File: src/design/tpal_pkg.sv
// Package: shared types and constants for the three-axis PID acceleration limiter.
package tpal_pkg;
	localparam int unsigned NUM_AXES = 3;
	localparam logic [2:0] REG_KP_XY = 3'd0;
	localparam logic [2:0] REG_KP_Z  = 3'd1;
	localparam logic [2:0] REG_KV_XY = 3'd2;
	localparam logic [2:0] REG_KV_Z  = 3'd3;
	localparam logic [2:0] REG_KI_XY = 3'd4;
	localparam logic [2:0] REG_KI_Z  = 3'd5;
	localparam logic [2:0] REG_MAX_INT = 3'd6;
	localparam logic [2:0] REG_MAX_ACC = 3'd7;

	typedef struct packed {
		logic [15:0] kp_xy;
		logic [15:0] kp_z;
		logic [15:0] kv_xy;
		logic [15:0] kv_z;
		logic [15:0] ki_xy;
		logic [15:0] ki_z;
		logic [30:0] int_limit;
		logic [30:0] max_feedback_acc;
	} cfg_t;

	// controller -> datapath
	typedef enum logic [3:0] {
		OP_NONE  = 4'd0,
		OP_LOAD  = 4'd1,
		OP_INTEG = 4'd2,
		OP_MAC   = 4'd3,
		OP_SHIFT = 4'd4,
		OP_SQ    = 4'd5,
		OP_SQRT  = 4'd6,
		OP_SCALE = 4'd7,
		OP_DIV   = 4'd8,
		OP_FINAL = 4'd9
	} op_t;

	typedef struct packed {
		op_t        op;
		logic [1:0] axis;
		logic [2:0] term;
	} cmd_t;

	typedef struct packed {
		logic need_shift;
		logic limited;
	} sts_t;
endpackage

File: src/design/tpal_ctrl.sv
// Sequencer: walks one control step through the shared datapath.
module tpal_ctrl (
	input  logic            clk,
	input  logic            arst_n,
	input  logic            start,
	input  tpal_pkg::sts_t  sts,
	output tpal_pkg::cmd_t  cmd,
	output logic            done
);
	import tpal_pkg::*;

	typedef enum logic [9:0] {
		S_IDLE  = 10'b0000000001,
		S_INTEG = 10'b0000000010,
		S_MAC   = 10'b0000000100,
		S_SHIFT = 10'b0000001000,
		S_SQ    = 10'b0000010000,
		S_SQRT  = 10'b0000100000,
		S_SCALE = 10'b0001000000,
		S_DIV   = 10'b0010000000,
		S_FINAL = 10'b0100000000,
		S_LOAD  = 10'b1000000000
	} state_t;

	state_t     state_q;
	logic [1:0] axis_q;
	logic [2:0] term_q;
	logic [5:0] cnt_q;

	always_comb begin
		cmd.axis = axis_q;
		cmd.term = term_q;
		done = 1'b0;
		case (state_q)
			S_LOAD:  cmd.op = OP_LOAD;
			S_INTEG: cmd.op = OP_INTEG;
			S_MAC:   cmd.op = OP_MAC;
			S_SHIFT: cmd.op = OP_SHIFT;
			S_SQ:    cmd.op = OP_SQ;
			S_SQRT:  cmd.op = OP_SQRT;
			S_SCALE: cmd.op = OP_SCALE;
			S_DIV:   cmd.op = OP_DIV;
			S_FINAL: begin
				cmd.op = OP_FINAL;
				done = 1'b1;
			end
			default: cmd.op = OP_NONE;
		endcase
	end

	always_ff @(posedge clk or negedge arst_n) begin
		if (!arst_n) begin
			state_q <= S_IDLE;
			axis_q <= '0;
			term_q <= '0;
			cnt_q <= '0;
		end else begin
			case (state_q)
				S_IDLE: if (start) state_q <= S_LOAD;
				S_LOAD: begin
					state_q <= S_INTEG;
					axis_q <= '0;
				end
				S_INTEG: begin
					if (axis_q == 2'd2) begin
						axis_q <= '0;
						term_q <= '0;
						state_q <= S_MAC;
					end else axis_q <= axis_q + 2'd1;
				end
				S_MAC: begin
					// term 0..2 multiply, 3 rounds into a[axis]
					if (term_q == 3'd3) begin
						term_q <= '0;
						if (axis_q == 2'd2) begin
							axis_q <= '0;
							state_q <= S_SHIFT;
						end else axis_q <= axis_q + 2'd1;
					end else term_q <= term_q + 3'd1;
				end
				S_SHIFT: if (!sts.need_shift) begin
					state_q <= S_SQ;
					term_q <= '0;
				end
				S_SQ: begin
					// 0..2 square, 3 compare
					if (term_q == 3'd3) begin
						term_q <= '0;
						if (sts.limited) begin
							state_q <= S_SQRT;
							cnt_q <= '0;
						end else state_q <= S_FINAL;
					end else term_q <= term_q + 3'd1;
				end
				S_SQRT: begin
					if (cnt_q == 6'd31) begin
						state_q <= S_SCALE;
						axis_q <= '0;
					end
					cnt_q <= cnt_q + 6'd1;
				end
				S_SCALE: begin
					state_q <= S_DIV;
					cnt_q <= '0;
				end
				S_DIV: begin
					// one quotient bit per cycle, 62 numerator bits
					if (cnt_q == 6'd61) begin
						if (axis_q == 2'd2) state_q <= S_FINAL;
						else begin
							axis_q <= axis_q + 2'd1;
							state_q <= S_SCALE;
						end
					end
					cnt_q <= cnt_q + 6'd1;
				end
				S_FINAL: state_q <= S_IDLE;
				default: state_q <= S_IDLE;
			endcase
		end
	end
endmodule

File: config.mk
export PLATFORM = sky130hd
export DESIGN_NAME = tpal_ctrl
export DESIGN_NICKNAME = d
export VERILOG_FILES = /design/src/design/tpal_pkg.sv /design/src/design/tpal_ctrl.sv
export SDC_FILE = /design/constraint.sdc
export NUM_CORES = 1
export LEC_CHECK = 0
export ABC_CLOCK_PERIOD_IN_PS = 4300
export BUFFER_PORTS_ARGS = -buffer_cell sky130_fd_sc_hd__buf_2
export CORE_MARGIN = 10
export CORE_UTILIZATION = 45
export DETAILED_ROUTE_END_ITERATION = 8
export HOLD_SLACK_MARGIN = 0.1
export PLACE_DENSITY = 0.75
export SLEW_MARGIN = 20
export SYNTH_ARGS = -nofsm -noshare
export SYNTH_HDL_FRONTEND = slang
export SYNTH_SLANG_ARGS = --single-unit
File: constraint.sdc
create_clock -name clk -period 4.3 [get_ports clk]
set_clock_uncertainty 0.1 [all_clocks]
set_input_delay 0.43 -clock clk [delete_from_list [all_inputs] [get_ports clk]]
set_output_delay 0.43 -clock clk [all_outputs]
set_load 0.05 [all_outputs]
==> impl_metrics.tcl <==
set metrics [dict create \
    hp-class "primary input to flop" \
    crit_required_ps 3770 \
    path_clk_slew_ps 120 \
    grt_pass1_wl_um 5809 \
    grt_max_degree 22 \
    dieArea_um2 6185 \
    ys_warn_count 0 \
    drive_above_1_share 0.1739 \
    crit_type "flop to primary output" \
    crit_arrival_ps 2570 \
    end_kind "primary output" \
    max-cap-violations 0 \
    fin_cells 230 \
    vias_per_cell 5.722 \
    postLayoutCellArea_um2 1645 \
    peakVddDrop_mv 0.3802 \
    timing.fmax_mhz 323.0 \
    vias 1316 \
    wl_um 3332 \
    avgSynthCellArea_um2 8.794 \
    grt_pass1_vias 1212 \
    synthFlopType "dfrtp_1" \
    insertedDiodeCount 0 \
    cts_buffers 3 \
    final_nets 196 \
    grt_usage 0.1125 \
    drv_slew 0 \
    yosysTopAreaCell "dfrtp_1" \
    synth_cell_type_count 50 \
    netlist_area_um2 1548 \
    cts_max_path_buffers 2 \
    max_slew.worst_pin.slew_ps 667.3 \
    rsz0062_at_grt "false" \
    clkSinkCount 21 \
    start_util 0.4638 \
    grt-ovfl-total 0 \
    setup_tns_ps 0 \
    dp.cells 225 \
    start_kind "flop" \
    synth_edf_count 0 \
    core_um2 3337 \
    leakage_uw 0.0008146 \
    synth_common_cells "dfrtp_1, o21ai_0, nand2_1" \
    cp_max_fo 15 \
    hold_viol_final 0 \
    powerDensity_nw_per_um2 492.5 \
    first_iter_violations 74 \
    postRouteAntennaNets 0 \
    die_width_um 78.65 \
    h-tree-depth 1 \
    ys_seq_area_frac 0.3403 \
    setup_viol 0 \
    drc 0 \
    gp_congestion 0.8940 \
    yosysMostFrequentCell "dfrtp_1" \
    synthTopCellsByArea "dfrtp_1, o21ai_0, ha_1, nand2_1, xor2_1" \
    placed_cell_area_um2 1609 \
    antenna_found_initial 0 \
    core.rowCount 21 \
    post-route-period-util 0.7199 \
    cts_root_buf "clkbuf_4" \
    avgRoutedWirePerCell_um 14.49 \
    clk_latency_ps 300 \
    ys_ff_latch 21 \
    yosys.area.top_type_share 0.3234 \
    syn_to_final_growth_pct 6.306 \
    cts_tree "yes" \
    synth_nets 187 \
    io_pins 15 \
    portBuffers 14 \
    status "complete, no violations" \
    dp_hpwl_um 2580 \
    syn_inst 176 \
    hold-worst-slack_ps 180.8 \
    fin_crit_ps 3096 \
    async_flop_share 1.000 \
    die_h_um 78.65 \
    dr.pass1.iters 4 \
    maxSlewHeadroom 0.5510 \
    total_power_uw 810.3 \
]
## sequential cells by signal (all words and copies together), names as in the netlist
| name | cells |
|---|---|
| axis_q | 2 |
| term_q | 3 |
| state_q | 10 |
| cnt_q | 6 |
## cell families (layout without fill, tap and decap cells)
logic type                 count (synthesis)  after routing  synth area share
adders and majority gates                  6              6           0.04850
AOI/OAI and AO/OA                         40             40            0.1722
muxes                                      4              4           0.02749
DFF                                       21             21            0.3403
xor gates and xnor gates                   9              9           0.05093
and+or+nand+nor                           74             74            0.2910
buffers and inverters                     22             30           0.06952
## final cells by class
type / instances / area, µm²
clock buffers: 4 / 26.28
fillers: 342 / 1692
flip-flops and latches: 21 / 526.8
inverters: 11 / 41.29
multi-input cells: 133 / 913.4
well taps: 46 / 57.56
repair buffers: 15 / 80.08
## placed cells by master, fill, tap and decap left out, types with 4 or more instances in the layout
master	Yosys	routed
ha_1	6	6
nand2b_1	4	4
nor3_1	5	5
nor2_1	11	11
dfrtp_1	20	20
or3_1	6	6
buf_2	2	14
xnor2_1	4	4
inv_1	11	11
xor2_1	5	5
nand2_1	13	13
o21ai_0	16	16
nand3_1	4	4
## routing by layer
metal / vias to the layer above / share of wire / global-route usage / wire (µm)
li1: 651 / - / - / -
met1: 621 / 0.46 / 0.1505 / 1537
met2: 38 / 0.45 / 0.1727 / 1514
met3: 6 / 0.070 / 0.02392 / 234
met4: 0 / 0.014 / 0.04301 / 46
met5: - / 0 / 0 / 0
## report_power, final
| part | internal [µW] | total (µW) | switching [µW] |
|---|---|---|---|
| registers | 234 | 294 | 59.5 |
| clock network | 36.2 | 96.6 | 60.5 |
| logic | 157 | 420 | 263 |
## path summary, 6_finish.rpt
path	slack (ps)	startpoint	to	cells after the start
setup / recovery	1200	state_q[1]	cmd[8]	5
hold / removal	180	start	state_q[0]	2
setup reg to reg	1790	state_q[1]	state_q[4]	5
hold reg to reg	420	term_q[2]	term_q[2]	2
max in group asynchronous	3250	arst_n	state_q[0]	2
min in group asynchronous	500	arst_n	state_q[9]	2
## timing repair
item | 4_1_cts | 5_1_grt
buffers inserted | 0 | 0
gates resized for setup | 0 | 0
hold buffers | 1 | 0
endpoints found under the hold margin | 20 | 0
setup endpoints to repair | 0 | 0
## critical path, stage by stage (launching register included)
cell and delay, ps:
dfrtp_1 540, or4_4 650, or3_1 430, or2_4 300
nand2b_1 80, buf_2 260
## stage by stage
step	utilization	worst slack, ps
after floorplan	-	1546
after global placement	0.4822	1602
after detailed placement	0.4822	1567
after CTS	0.4931	1195
after global routing	0.4931	1101
final	0.4931	1204
Power figures use the tool's default switching activity.
